--- src/atdf_pkg.sv ---
// Package for the three-digit autorange formatter.
// Holds the range codes, the scaling constants and the digit codes.
// No dependencies.
package atdf_pkg;

    // Widths of the request and result fields.
    localparam int VALUE_W = 32;
    localparam int DP_W    = 2;
    localparam int DIGIT_W = 4;
    localparam int SHOWN_W = 10;

    // Only the low bits of the value reach the multiplier; anything wider saturates.
    localparam int MUL_IN_W    = 20;
    localparam int RECIP_W     = 21;
    localparam int PROD_W      = MUL_IN_W + RECIP_W;

    // Limits of the shown value and the range bounds.
    localparam logic [SHOWN_W-1:0] MAX_SHOWN   = 10'd999;
    localparam logic [VALUE_W-1:0] LIM_UNIT    = 32'd999;
    localparam logic [VALUE_W-1:0] LIM_TENS    = 32'd9999;
    localparam logic [VALUE_W-1:0] LIM_HUND    = 32'd99999;
    localparam logic [VALUE_W-1:0] LIM_THOU    = 32'd999999;

    // Reciprocals for truncating division by 10, 100 and 1000, with their shifts.
    localparam logic [RECIP_W-1:0] RECIP_UNIT  = 21'd1;
    localparam logic [RECIP_W-1:0] RECIP_TENS  = 21'd104858;
    localparam logic [RECIP_W-1:0] RECIP_HUND  = 21'd167773;
    localparam logic [RECIP_W-1:0] RECIP_THOU  = 21'd1073742;
    localparam int                 SHIFT_TENS  = 20;
    localparam int                 SHIFT_HUND  = 24;
    localparam int                 SHIFT_THOU  = 30;

    // Digit code for a blanked position.
    localparam logic [DIGIT_W-1:0] BLANK_CODE  = 4'd10;

    // Point positions.
    localparam logic [DP_W-1:0] DP_NONE   = 2'd0;
    localparam logic [DP_W-1:0] DP_LEFT   = 2'd1;
    localparam logic [DP_W-1:0] DP_MIDDLE = 2'd2;
    localparam logic [DP_W-1:0] DP_RIGHT  = 2'd3;

    // Scale picked for a request.
    typedef enum logic [1:0] {
        RNG_UNIT = 2'd0,
        RNG_TENS = 2'd1,
        RNG_HUND = 2'd2,
        RNG_THOU = 2'd3
    } t_range;

endpackage

--- src/atdf_in_if.sv ---
// Request channel of the formatter: the value and the point controls.
// Depends on atdf_pkg.
interface atdf_in_if;
    logic                          valid;
    logic                          ready;
    logic [atdf_pkg::VALUE_W-1:0]  value;
    logic                          autorange;
    logic [atdf_pkg::DP_W-1:0]     fixed_point_pos;

    modport source (output valid, value, autorange, fixed_point_pos, input ready);
    modport sink   (input valid, value, autorange, fixed_point_pos, output ready);
endinterface

--- src/atdf_mid_if.sv ---
// Internal channel between the scaling and the digit stages.
// Depends on atdf_pkg.
interface atdf_mid_if;
    logic                          valid;
    logic                          ready;
    logic [atdf_pkg::SHOWN_W-1:0]  shown;
    logic [atdf_pkg::DP_W-1:0]     point_pos;

    modport source (output valid, shown, point_pos, input ready);
    modport sink   (input valid, shown, point_pos, output ready);
endinterface

--- src/atdf_out_if.sv ---
// Result channel of the formatter: three digit codes and the point position.
// Depends on atdf_pkg.
interface atdf_out_if;
    logic                          valid;
    logic                          ready;
    logic [atdf_pkg::DIGIT_W-1:0]  left_digit;
    logic [atdf_pkg::DIGIT_W-1:0]  middle_digit;
    logic [atdf_pkg::DIGIT_W-1:0]  right_digit;
    logic [atdf_pkg::DP_W-1:0]     point_pos;

    modport source (output valid, left_digit, middle_digit, right_digit, point_pos,
                    input ready);
    modport sink   (input valid, left_digit, middle_digit, right_digit, point_pos,
                    output ready);
endinterface

--- src/atdf_scale.sv ---
// Scaling pipeline: range choice, reciprocal multiply, shift and saturation.
// Depends on atdf_pkg, atdf_in_if and atdf_mid_if.
module atdf_scale (
    input  logic        i_clk,
    input  logic        i_rst_n,
    atdf_in_if.sink     i_in,
    atdf_mid_if.source  o_mid
);
    import atdf_pkg::*;

    // Stage valid bits and the ready chain.
    logic r_v1, r_v2, r_v3;
    logic w_rdy1, w_rdy2, w_rdy3;

    assign w_rdy3     = !r_v3 || o_mid.ready;
    assign w_rdy2     = !r_v2 || w_rdy3;
    assign w_rdy1     = !r_v1 || w_rdy2;
    assign i_in.ready = w_rdy1;

    // Stage one: pick the range, the point and whether the result saturates.
    t_range                 n_rng, r1_rng, r2_rng;
    logic                   n_sat, r1_sat, r2_sat;
    logic [DP_W-1:0]        n_dp, r1_dp, r2_dp, r3_dp;
    logic [MUL_IN_W-1:0]    r1_val;

    always_comb begin
        n_rng = RNG_UNIT;
        n_sat = 1'b0;
        n_dp  = DP_NONE;
        if (i_in.autorange) begin
            if (i_in.value <= LIM_UNIT) begin
                n_rng = RNG_UNIT;
                n_dp  = DP_NONE;
            end else if (i_in.value <= LIM_TENS) begin
                n_rng = RNG_TENS;
                n_dp  = DP_LEFT;
            end else if (i_in.value <= LIM_HUND) begin
                n_rng = RNG_HUND;
                n_dp  = DP_MIDDLE;
            end else begin
                n_rng = RNG_THOU;
                n_dp  = DP_RIGHT;
                n_sat = (i_in.value > LIM_THOU);
            end
        end else begin
            n_rng = RNG_UNIT;
            n_dp  = i_in.fixed_point_pos;
            n_sat = (i_in.value > LIM_UNIT);
        end
    end

    always_ff @(posedge i_clk) begin
        if (!i_rst_n) begin
            r_v1 <= 1'b0;
        end else if (w_rdy1) begin
            r_v1 <= i_in.valid;
        end
        if (w_rdy1 && i_in.valid) begin
            r1_rng <= n_rng;
            r1_sat <= n_sat;
            r1_dp  <= n_dp;
            r1_val <= i_in.value[MUL_IN_W-1:0];
        end
    end

    // Stage two: multiply by the reciprocal of the divisor.
    logic [RECIP_W-1:0] w_recip;
    logic [PROD_W-1:0]  n_prod, r2_prod;

    always_comb begin
        unique case (r1_rng)
            RNG_UNIT: w_recip = RECIP_UNIT;
            RNG_TENS: w_recip = RECIP_TENS;
            RNG_HUND: w_recip = RECIP_HUND;
            RNG_THOU: w_recip = RECIP_THOU;
            default:  w_recip = RECIP_UNIT;
        endcase
    end

    assign n_prod = PROD_W'(r1_val) * PROD_W'(w_recip);

    always_ff @(posedge i_clk) begin
        if (!i_rst_n) begin
            r_v2 <= 1'b0;
        end else if (w_rdy2) begin
            r_v2 <= r_v1;
        end
        if (w_rdy2 && r_v1) begin
            r2_rng  <= r1_rng;
            r2_sat  <= r1_sat;
            r2_dp   <= r1_dp;
            r2_prod <= n_prod;
        end
    end

    // Stage three: drop the fraction and clamp to the display range.
    logic [PROD_W-1:0]  w_quot;
    logic [SHOWN_W-1:0] n_shown, r3_shown;

    always_comb begin
        unique case (r2_rng)
            RNG_UNIT: w_quot = r2_prod;
            RNG_TENS: w_quot = r2_prod >> SHIFT_TENS;
            RNG_HUND: w_quot = r2_prod >> SHIFT_HUND;
            RNG_THOU: w_quot = r2_prod >> SHIFT_THOU;
            default:  w_quot = r2_prod;
        endcase
        n_shown = r2_sat ? MAX_SHOWN : w_quot[SHOWN_W-1:0];
    end

    always_ff @(posedge i_clk) begin
        if (!i_rst_n) begin
            r_v3 <= 1'b0;
        end else if (w_rdy3) begin
            r_v3 <= r_v2;
        end
        if (w_rdy3 && r_v2) begin
            r3_shown <= n_shown;
            r3_dp    <= r2_dp;
        end
    end

    assign o_mid.valid     = r_v3;
    assign o_mid.shown     = r3_shown;
    assign o_mid.point_pos = r3_dp;

`ifndef SYNTH
    // A shown value never exceeds the display limit.
    a_shown_limit: assert property (@(posedge i_clk) disable iff (!i_rst_n)
        r_v3 |-> (r3_shown <= MAX_SHOWN))
        else $error("shown value above display limit");

    // A stalled last stage keeps its request.
    a_stage3_hold: assert property (@(posedge i_clk) disable iff (!i_rst_n)
        (r_v3 && !o_mid.ready) |=> (r_v3 && $stable(r3_shown) && $stable(r3_dp)))
        else $error("stalled scaling stage changed");

    // The thousands range always carries the point on the right digit.
    a_thou_point: assert property (@(posedge i_clk) disable iff (!i_rst_n)
        (r_v2 && r2_rng == RNG_THOU) |-> (r2_dp == DP_RIGHT))
        else $error("thousands range without right point");
`endif

endmodule

--- src/atdf_digits.sv ---
// Digit pipeline: splits the shown value into decimal digits and blanks leading zeros.
// Depends on atdf_pkg, atdf_mid_if and atdf_out_if.
module atdf_digits (
    input  logic        i_clk,
    input  logic        i_rst_n,
    atdf_mid_if.sink    i_mid,
    atdf_out_if.source  o_out
);
    import atdf_pkg::*;

    // Stage valid bits and the ready chain.
    logic r_v4, r_v5;
    logic w_rdy4, w_rdy5;

    assign w_rdy5      = !r_v5 || o_out.ready;
    assign w_rdy4      = !r_v4 || w_rdy5;
    assign i_mid.ready = w_rdy4;

    // Stage four: hundreds digit and value divided by ten, both by reciprocal.
    logic [15:0]          w_mul41;
    logic [17:0]          w_mul205;
    logic [DIGIT_W-1:0]   r4_d0;
    logic [6:0]           r4_q10;
    logic [SHOWN_W-1:0]   r4_shown;
    logic [DP_W-1:0]      r4_dp;

    assign w_mul41  = 16'(i_mid.shown) * 16'd41;
    assign w_mul205 = 18'(i_mid.shown) * 18'd205;

    always_ff @(posedge i_clk) begin
        if (!i_rst_n) begin
            r_v4 <= 1'b0;
        end else if (w_rdy4) begin
            r_v4 <= i_mid.valid;
        end
        if (w_rdy4 && i_mid.valid) begin
            r4_d0    <= w_mul41[15:12];
            r4_q10   <= w_mul205[17:11];
            r4_shown <= i_mid.shown;
            r4_dp    <= i_mid.point_pos;
        end
    end

    // Stage five: tens and units by subtraction, then leading-zero blanking.
    logic [6:0]         w_d1_full;
    logic [SHOWN_W-1:0] w_d2_full;
    logic [DIGIT_W-1:0] w_d1, w_d2;
    logic               w_show0, w_show1;
    logic [DIGIT_W-1:0] r5_left, r5_middle, r5_right;
    logic [DP_W-1:0]    r5_dp;

    always_comb begin
        w_d1_full = r4_q10 - (7'(r4_d0) * 7'd10);
        w_d2_full = r4_shown - (10'(r4_q10) * 10'd10);
        w_d1      = w_d1_full[DIGIT_W-1:0];
        w_d2      = w_d2_full[DIGIT_W-1:0];
        w_show0   = (r4_d0 != '0) || (r4_dp == DP_LEFT);
        w_show1   = (w_d1 != '0) || (r4_dp == DP_MIDDLE) || w_show0;
    end

    always_ff @(posedge i_clk) begin
        if (!i_rst_n) begin
            r_v5 <= 1'b0;
        end else if (w_rdy5) begin
            r_v5 <= r_v4;
        end
        if (w_rdy5 && r_v4) begin
            r5_left   <= w_show0 ? r4_d0 : BLANK_CODE;
            r5_middle <= w_show1 ? w_d1 : BLANK_CODE;
            r5_right  <= w_d2;
            r5_dp     <= r4_dp;
        end
    end

    assign o_out.valid        = r_v5;
    assign o_out.left_digit   = r5_left;
    assign o_out.middle_digit = r5_middle;
    assign o_out.right_digit  = r5_right;
    assign o_out.point_pos    = r5_dp;

`ifndef SYNTH
    // The right digit is always a decimal digit.
    a_right_digit: assert property (@(posedge i_clk) disable iff (!i_rst_n)
        r_v5 |-> (r5_right <= 4'd9))
        else $error("right digit out of range");

    // A shown left digit forces the middle digit to be shown.
    a_blank_order: assert property (@(posedge i_clk) disable iff (!i_rst_n)
        (r_v5 && r5_left != BLANK_CODE) |-> (r5_middle != BLANK_CODE))
        else $error("middle digit blanked after a shown left digit");

    // A point on the left digit keeps that digit lit.
    a_left_point: assert property (@(posedge i_clk) disable iff (!i_rst_n)
        (r_v5 && r5_dp == DP_LEFT) |-> (r5_left != BLANK_CODE))
        else $error("left digit blanked under its point");
`endif

endmodule

--- src/autorange_three_digit_formatter.sv ---
// Channel    Dir  Contents
// i_in       in   value[31:0], autorange, fixed_point_pos[1:0]
// o_out      out  left_digit[3:0], middle_digit[3:0], right_digit[3:0], point_pos[1:0]
//
// Five register stages; one request is taken per cycle while o_out does not stall.
// Synchronous active-low reset clears the stage valid bits only.
// A stall on o_out holds each full stage in place; an empty stage still fills.
// Top level: the scaling pipeline followed by the digit pipeline.
// Depends on atdf_pkg, the channel interfaces, atdf_scale and atdf_digits.
module autorange_three_digit_formatter (
    input  logic        i_clk,
    input  logic        i_rst_n,
    atdf_in_if.sink     i_in,
    atdf_out_if.source  o_out
);
    import atdf_pkg::*;

    // Channel between the two halves of the pipeline.
    atdf_mid_if u_mid ();

    atdf_scale u_scale (
        .i_clk   (i_clk),
        .i_rst_n (i_rst_n),
        .i_in    (i_in),
        .o_mid   (u_mid.source)
    );

    atdf_digits u_digits (
        .i_clk   (i_clk),
        .i_rst_n (i_rst_n),
        .i_mid   (u_mid.sink),
        .o_out   (o_out)
    );

endmodule
--- src/flat_wrapper.sv ---
// flat-port wrapper written by rule: the top's interface ports become plain ports
module autorange_three_digit_formatter_flat import atdf_pkg::*;
  (i_clk, i_rst_n, i_in_valid, i_in_value, i_in_autorange, i_in_fixed_point_pos, i_in_ready, o_out_valid, o_out_left_digit, o_out_middle_digit, o_out_right_digit, o_out_point_pos, o_out_ready);
  atdf_in_if i_in_i ();
  atdf_out_if o_out_i ();
  input  logic i_clk;
  input  logic i_rst_n;
  input wire logic [$bits(i_in_i.valid)-1:0] i_in_valid;
  input wire logic [$bits(i_in_i.value)-1:0] i_in_value;
  input wire logic [$bits(i_in_i.autorange)-1:0] i_in_autorange;
  input wire logic [$bits(i_in_i.fixed_point_pos)-1:0] i_in_fixed_point_pos;
  output wire logic [$bits(i_in_i.ready)-1:0] i_in_ready;
  output wire logic [$bits(o_out_i.valid)-1:0] o_out_valid;
  output wire logic [$bits(o_out_i.left_digit)-1:0] o_out_left_digit;
  output wire logic [$bits(o_out_i.middle_digit)-1:0] o_out_middle_digit;
  output wire logic [$bits(o_out_i.right_digit)-1:0] o_out_right_digit;
  output wire logic [$bits(o_out_i.point_pos)-1:0] o_out_point_pos;
  input wire logic [$bits(o_out_i.ready)-1:0] o_out_ready;
  assign i_in_i.valid = i_in_valid;
  assign i_in_i.value = i_in_value;
  assign i_in_i.autorange = i_in_autorange;
  assign i_in_i.fixed_point_pos = i_in_fixed_point_pos;
  assign i_in_ready = i_in_i.ready;
  assign o_out_valid = o_out_i.valid;
  assign o_out_left_digit = o_out_i.left_digit;
  assign o_out_middle_digit = o_out_i.middle_digit;
  assign o_out_right_digit = o_out_i.right_digit;
  assign o_out_point_pos = o_out_i.point_pos;
  assign o_out_i.ready = o_out_ready;
  autorange_three_digit_formatter u_core (.i_clk(i_clk), .i_rst_n(i_rst_n), .i_in(i_in_i), .o_out(o_out_i));
endmodule
--- config.mk ---
export PLATFORM = sky130hd
export DESIGN_NAME = autorange_three_digit_formatter_flat
export DESIGN_NICKNAME = d
export VERILOG_FILES = /design/src/atdf_pkg.sv /design/src/atdf_in_if.sv /design/src/atdf_mid_if.sv /design/src/atdf_out_if.sv /design/src/atdf_scale.sv /design/src/atdf_digits.sv /design/src/autorange_three_digit_formatter.sv /design/src/flat_wrapper.sv
export SDC_FILE = /design/constraint.sdc
export NUM_CORES = 1
export LEC_CHECK = 0
export ABC_AREA = 1
export BUFFER_PORTS_ARGS = -buffer_cell sky130_fd_sc_hd__buf_2
export CORE_MARGIN = 2
export CORE_UTILIZATION = 50
export DETAILED_ROUTE_END_ITERATION = 16
export HOLD_SLACK_MARGIN = 0.05
export PLACE_DENSITY = 0.7
export SYNTH_ARGS = -nofsm -noshare
export SYNTH_HDL_FRONTEND = slang
export SYNTH_HIERARCHICAL = 1
export SYNTH_SLANG_ARGS = --single-unit
--- constraint.sdc ---
create_clock -name i_clk -period 8.7 [get_ports i_clk]
set_input_delay 0.87 -clock i_clk [delete_from_list [all_inputs] [get_ports i_clk]]
set_output_delay 0.87 -clock i_clk [all_outputs]
set_load 0.005 [all_outputs]
==> implementation parameters, run 1 <==
Parameter                              Value

Outcome
  Run status    finished, final reports clean

Route
  Number of DRC violations after detailed routing    0
  Drt via density    5.06
  Remaining number of nets flagged by the antenna check after routing    0
  DRT iter0 DRCs    778
  Total wire length    45400 um
  Number of vias after detailed routing    13776
  Number of search-and-repair iterations in the first detailed-routing pass    8
  Post-detailed-route wirelength per cell    16.7 um

Logic synthesis
  Yosys top cell by area    sky130_fd_sc_hd__fa_1
  Predominant post-synthesis flop cell    sky130_fd_sc_hd__edfxtp_1
  Syn Area/Cell    8.49 um^2
  Total standard cell area after synthesis    0.0187 mm^2
  Synthesized netlist net count    2791
  Proportion of synthesized chip area in sequential cells    16.6%
  Share of Yosys cell area claimed by the top area cell type    32.4%
  Yosys reg bits    105
  Number of synthesized flops with an enable pin    100
  Post-Syn Instances    2197
  Fraction of registers with async set or reset after synthesis    0%
  Number of warnings printed during yosys synthesis    6
  Cell variety after synth    43
  Largest cells by area after synthesis    sky130_fd_sc_hd__fa_1 32%, sky130_fd_sc_hd__ha_1 17%, sky130_fd_sc_hd__edfxtp_1 16%

Final layout
  Final net count    2843
  Fraction of layout cells with a size suffix above 1    5.10%
  Commonest non-fill, non-tap cells in the layout    668 x sky130_fd_sc_hd__inv_1, 452 x sky130_fd_sc_hd__nand2_1, 302 x sky130_fd_sc_hd__fa_1, 253 x sky130_fd_sc_hd__ha_1, 145 x sky130_fd_sc_hd__nor2_1
  Fillers    3449
  Most common cell after layout, fill and taps aside    sky130_fd_sc_hd__inv_1
  Synthesis-to-finish area growth    5.95%
  Diode insertion count for antenna repair    0

Floorplanning
  Initial core utilization    50.8%
  Area of the placeable core    0.0367 mm^2
  Die Width    197 um
  Die outline area    0.0389 mm^2
  I/O pin cnt    55
  Height of the die    197 um
  Core Rows    70

Clocking
  H-tree levels    3
  CTS Root Buffer Type    sky130_fd_sc_hd__clkbuf_16
  Largest buffer count on any clock path    2
  Total CTS buffers    9
  CTS tree    yes
  Num Clock Sinks    105
  Insertion delay to the later sink of the worst-skew pair    0.37 ns
  Post-CTS Hold Buffers    0
  Clk slew on worst S/H paths    0.07 ns
  Post-CTS setup buffers    0
  Total of cells resized after clock tree synthesis    0

Worst setup path
  Critical path required time    8.83 ns
  Maximum fanout along the worst path    24
  Critical Path Start Type    flip-flop
  Critical path endpoint category    flip-flop
  Data arrival, critical path    7.60 ns
  Type of the setup path with the least slack    reg2reg

STA
  Final setup vio count    0
  Slew headroom    21.6%
  Setup total negative slack    0 ns
  Setup repair after global routing missed its margin    false
  Worst-margin pin slew    1.18 ns
  Crit share post-route    85.9%
  Hold Violations, Final    0
  Fin. max-slew vios    0
  Clk_skew    0.00667 ns
  Highest attainable clock frequency    134 MHz
  Final critical path time including I/O delays and setup    7.48 ns

Global route
  Global-route wire length before repair    73300 um
  GRT Residual Overflow    0
  Largest net degree at the start of global routing    36
  Via count of the first global-routing pass    14397
  Overall Global Routing Usage    24.6%
  Antenna violations before repair    0

Job
  Max capacitance violation total    0

Min path
  Class of the tightest hold or removal check    reg2reg

Placed design
  GPL Wtd Cong    0.969
  Count of buffers from port buffering    54
  HPWL after detailed placement    40700 um
state kept, by name (all words and copies together), names as in the netlist, 2 cells and up:
register                            cells
u_core/u_scale/o_mid.point_pos          2
u_core/u_digits/r4_dp                   2
u_core/u_scale/r1_rng                   2
u_core/u_digits/r4_d0                   4
u_core/u_scale/r2_dp                    2
u_core/u_scale/r1_val                  20
u_core/u_scale/r2_prod                 30
u_core/u_scale/r1_dp                    2
u_core/u_digits/o_out.point_pos         2
u_core/u_digits/r4_shown                4
u_core/u_digits/r4_q10                  4
u_core/u_scale/r2_rng                   2
u_core/u_digits/o_out.right_digit       4
u_core/u_scale/o_mid.shown             10
u_core/u_digits/o_out.middle_digit      4
u_core/u_digits/o_out.left_digit        4
worst paths after layout:
kind | start | to | slack [ns] | depth (start not counted)
worst max-delay path | u_core/u_scale/r1_rng[1] | u_core/u_scale/r2_prod[32] | 1.22 | 27
worst min-delay path | u_core/u_scale/o_mid.point_pos[0] | u_core/u_digits/r4_dp[0] | 0.43 | 0
worst max register to register | u_core/u_scale/r1_rng[1] | u_core/u_scale/r2_prod[32] | 1.22 | 27
worst min register to register | u_core/u_scale/o_mid.point_pos[0] | u_core/u_digits/r4_dp[0] | 0.43 | 0
final cells by class:
type                            count  area [um^2]  area share (%)
Clock buffer                       10          229            1.16
Clock inverter                      6         50.0           0.253
Inverter                          675         2530            12.8
Multi-Input combinational cell   1395        12900            65.4
Sequential cell                   105         3100            15.7
Tap cell                          468          586            2.96
Timing Repair Buffer               63          338            1.71
synth_stat cells (2+ instances only):
library cell                 n
sky130_fd_sc_hd__a21o_1      2
sky130_fd_sc_hd__inv_2       6
sky130_fd_sc_hd__nand4_1     5
sky130_fd_sc_hd__dfxtp_1     5
sky130_fd_sc_hd__nand2_1   452
sky130_fd_sc_hd__o21ai_1     8
sky130_fd_sc_hd__clkbuf_1   13
sky130_fd_sc_hd__o21bai_1    8
sky130_fd_sc_hd__a21oi_1    55
sky130_fd_sc_hd__inv_1     668
sky130_fd_sc_hd__or2_1       3
sky130_fd_sc_hd__xnor2_1     8
sky130_fd_sc_hd__ha_1      253
sky130_fd_sc_hd__a221oi_1    5
sky130_fd_sc_hd__nand3b_1    2
sky130_fd_sc_hd__nand2_2    10
sky130_fd_sc_hd__o21ai_2     2
sky130_fd_sc_hd__xor2_1     16
sky130_fd_sc_hd__o21ai_0    27
sky130_fd_sc_hd__and2_1      3
sky130_fd_sc_hd__nand3_2     5
sky130_fd_sc_hd__nand3_1    50
sky130_fd_sc_hd__nor2_2      9
sky130_fd_sc_hd__edfxtp_1  100
sky130_fd_sc_hd__buf_2       5
sky130_fd_sc_hd__nor2_1    145
sky130_fd_sc_hd__o211ai_1    2
sky130_fd_sc_hd__clkbuf_2    3
sky130_fd_sc_hd__fa_1      302
sky130_fd_sc_hd__nor3_1     12
layer usage:
| layer | global-route usage, % | share of wire [%] | up-vias |
|---|---|---|---|
| met5 | 0 | 0 | - |
| met4 | 7.44 | 2.9 | 0 |
| met3 | 3.48 | 5.2 | 69 |
| met2 | 42.5 | 49 | 368 |
| met1 | 32.3 | 43 | 6740 |
| li1 | - | - | 6599 |
worst max-delay path, stage by stage, from the launching register on:
cell                       delay [ns]
sky130_fd_sc_hd__edfxtp_1        0.38
sky130_fd_sc_hd__buf_4           0.24
sky130_fd_sc_hd__inv_1           0.13
sky130_fd_sc_hd__ha_1            0.66
sky130_fd_sc_hd__inv_1           0.29
sky130_fd_sc_hd__o21ai_1         0.18
sky130_fd_sc_hd__buf_4           0.27
sky130_fd_sc_hd__nor2_1          0.09
sky130_fd_sc_hd__fa_1            0.50
sky130_fd_sc_hd__inv_1           0.05
sky130_fd_sc_hd__fa_1            0.52
sky130_fd_sc_hd__inv_1           0.05
sky130_fd_sc_hd__fa_1            0.50
sky130_fd_sc_hd__fa_1            0.52
sky130_fd_sc_hd__fa_1            0.52
sky130_fd_sc_hd__fa_1            0.51
sky130_fd_sc_hd__fa_1            0.49
sky130_fd_sc_hd__ha_1            0.37
sky130_fd_sc_hd__nand2_1         0.15
sky130_fd_sc_hd__inv_1           0.08
sky130_fd_sc_hd__nand2_1         0.16
sky130_fd_sc_hd__inv_1           0.06
sky130_fd_sc_hd__nand2_1         0.07
sky130_fd_sc_hd__nand2_1         0.07
sky130_fd_sc_hd__a21oi_1         0.18
sky130_fd_sc_hd__nand2_1         0.07
sky130_fd_sc_hd__nand2_1         0.05
sky130_fd_sc_hd__nand2_1         0.04
logic make-up (layout without fill, tap and decap cells):
family | count (synthesis) | after routing | share of synthesized area, %
flip-flops | 105 | 105 | 16.6
adder cells (fa/ha/maj) | 555 | 555 | 49.4
buffers and inverters | 697 | 754 | 14.1
XOR/XNOR | 24 | 24 | 1.13
AND/OR/NAND/NOR | 703 | 703 | 15.4
AO/OA/AOI/OAI | 113 | 113 | 3.39
stage by stage:
step                hold WS, ns  setup WS (ns)  cell area (um^2)  cells  utilization, %
floorplan                 0.400           2.02             18700   2197               -
global placement          0.405           1.49             19500   2706            53.1
detailed placement        0.407           1.30             19500   2706            53.1
CTS                       0.430           1.26             19800   2722            53.8
global route              0.447          0.833             19800   2722            53.8
finish                    0.430           1.22             19800   2722            53.8
Power of run 1 is left out: the tool's default activity adds up to more than one toggle a clock period on the data nets, which glitch-free logic cannot reach.
==> run 2, diff against run 1 <==
MAX_ROUTING_LAYER = met4   (was not set)
==> run 2 against run 1 <==
Net effect:
- via count decreased by 0.95%
- clock-buffer cell count is 1 lower
- die area unchanged
- first-iteration DRC count up 11%
- clock skew increased by 0.0033 ns
- final area about the same
- utilization barely moved
- register-to-register slack worse by 0.68 ns
- worst setup slack got worse by 0.68 ns
- sequential cell count did not move
==> implementation parameters, run 2 (synthesis results as in run 1) <==
Parameter                              Value

Clocking
  CTS Root Buffer Type    sky130_fd_sc_hd__clkbuf_16
  Largest buffer count on any clock path    2
  Post-CTS Hold Buffers    0
  Total CTS buffers    9
  Clk slew on worst S/H paths    0.07 ns
  CTS tree    yes
  Num Clock Sinks    105
  Total of cells resized after clock tree synthesis    0
  H-tree levels    3
  Insertion delay to the later sink of the worst-skew pair    0.37 ns
  Post-CTS setup buffers    0

Route
  Total wire length    45300 um
  Number of search-and-repair iterations in the first detailed-routing pass    7
  Number of DRC violations after detailed routing    0
  Number of vias after detailed routing    13645
  Post-detailed-route wirelength per cell    16.6 um
  Drt via density    5.02
  Remaining number of nets flagged by the antenna check after routing    0
  DRT iter0 DRCs    863

STA
  Hold Violations, Final    0
  Fin. max-slew vios    0
  Final critical path time including I/O delays and setup    8.16 ns
  Final setup vio count    0
  Worst-margin pin slew    1.18 ns
  Clk_skew    0.00995 ns
  Setup total negative slack    0 ns
  Slew headroom    21.1%
  Setup repair after global routing missed its margin    false
  Highest attainable clock frequency    123 MHz
  Crit share post-route    93.8%

Global route
  Antenna violations before repair    0
  Via count of the first global-routing pass    14436
  Overall Global Routing Usage    25.6%
  Largest net degree at the start of global routing    36
  GRT Residual Overflow    0
  Global-route wire length before repair    73500 um

Final layout
  Sequential cell area    0.00310 mm^2
  Fraction of layout cells with a size suffix above 1    5.06%
  Final net count    2842
  Flip-flop count of the largest register after layout    30
  Diode insertion count for antenna repair    0
  Synthesis-to-finish area growth    5.90%
  Most common cell after layout, fill and taps aside    sky130_fd_sc_hd__inv_1
  Commonest non-fill, non-tap cells in the layout    668 x sky130_fd_sc_hd__inv_1, 452 x sky130_fd_sc_hd__nand2_1, 302 x sky130_fd_sc_hd__fa_1, 253 x sky130_fd_sc_hd__ha_1, 145 x sky130_fd_sc_hd__nor2_1
  Multi-input logic area    0.0129 mm^2
  Fillers    3373
  Reg with most FFs    u_core/u_scale/r2_prod

Min path
  Class of the tightest hold or removal check    reg2reg

Placed design
  HPWL after detailed placement    40600 um
  Count of buffers from port buffering    54
  GPL Wtd Cong    1.01

Worst setup path
  Maximum fanout along the worst path    24
  Peak per-stage delay on the critical path    0.79 ns
  Critical path required time    8.82 ns
  Type of the setup path with the least slack    reg2reg
  Critical Path Start Type    flip-flop
  Data arrival, critical path    8.28 ns
  Critical path endpoint category    flip-flop
  Slowest cell on crit path    sky130_fd_sc_hd__edfxtp_1

Outcome
  Run status    finished, final reports clean

Floorplanning
  Height of the die    197 um
  I/O pin cnt    55
  Initial core utilization    50.8%
  Area of the placeable core    0.0367 mm^2
  Core Rows    70
  Die Width    197 um
  Die outline area    0.0389 mm^2

Job
  Max capacitance violation total    0
-- run 2: changes by cell type in the layout (fill, tap and decap cells not counted) --
cell / previous run / this run
sky130_fd_sc_hd__buf_4: 9 / 8
sky130_fd_sc_hd__clkbuf_1: 1 / 0
sky130_fd_sc_hd__clkinvlp_4: 1 / 0
sky130_fd_sc_hd__inv_6: 1 / 2
-- run 2: metal layers --
metal  vias up  GRT usage, %  part of all wire [%]  wire, um
met1      6586          32.0                    42     19200
met5         -             -                     0         0
met3        84          5.26                   6.5      2960
met2       374          41.8                    47     21400
met4         0          8.74                   3.7      1660
li1       6601             -                     -         -
-- run 2: worst paths after layout --
check	startpoint	to	slack, ns	cells after the start
worst max-delay path	u_core/u_scale/r1_rng[1]	u_core/u_scale/r2_prod[32]	0.54	26
worst min-delay path	u_core/u_scale/o_mid.point_pos[0]	u_core/u_digits/r4_dp[0]	0.42	0
worst max register to register	u_core/u_scale/r1_rng[1]	u_core/u_scale/r2_prod[32]	0.54	26
worst min register to register	u_core/u_scale/o_mid.point_pos[0]	u_core/u_digits/r4_dp[0]	0.42	0
-- run 2: final cells by class --
type,instances,area share [%]
Clock buffer,9,1.14
Clock inverter,6,0.260
Inverter,675,12.8
Multi-Input combinational cell,1395,65.4
Sequential cell,105,15.7
Tap cell,468,2.96
Timing Repair Buffer,62,1.67
-- run 2: per-stage QoR --
step / cell area (um^2) / hold WS (ns) / worst slack [ns] / cells / utilization, %
2_1_floorplan: 18700 / 0.400 / 2.02 / 2197 / -
3_5_place_dp: 19500 / 0.411 / 0.535 / 2705 / 53.1
4_1_cts: 19800 / 0.428 / 0.515 / 2720 / 53.8
3_3_place_gp: 19500 / 0.402 / 0.630 / 2705 / 53.1
6_report: 19800 / 0.423 / 0.541 / 2720 / 53.8
5_1_grt: 19800 / 0.431 / 0.00655 / 2720 / 53.8
-- run 2: worst max-delay path, delay by kind of cell, from the launching register on --
family                   cells  cell delay [ns]
adder cells (fa/ha/maj)      9             4.73
AND/OR/NAND/NOR              8             0.80
AO/OA/AOI/OAI                2             0.38
flip-flops                   1             0.79
buffers and inverters        7             1.18
Power of run 2 is left out for the same reason.
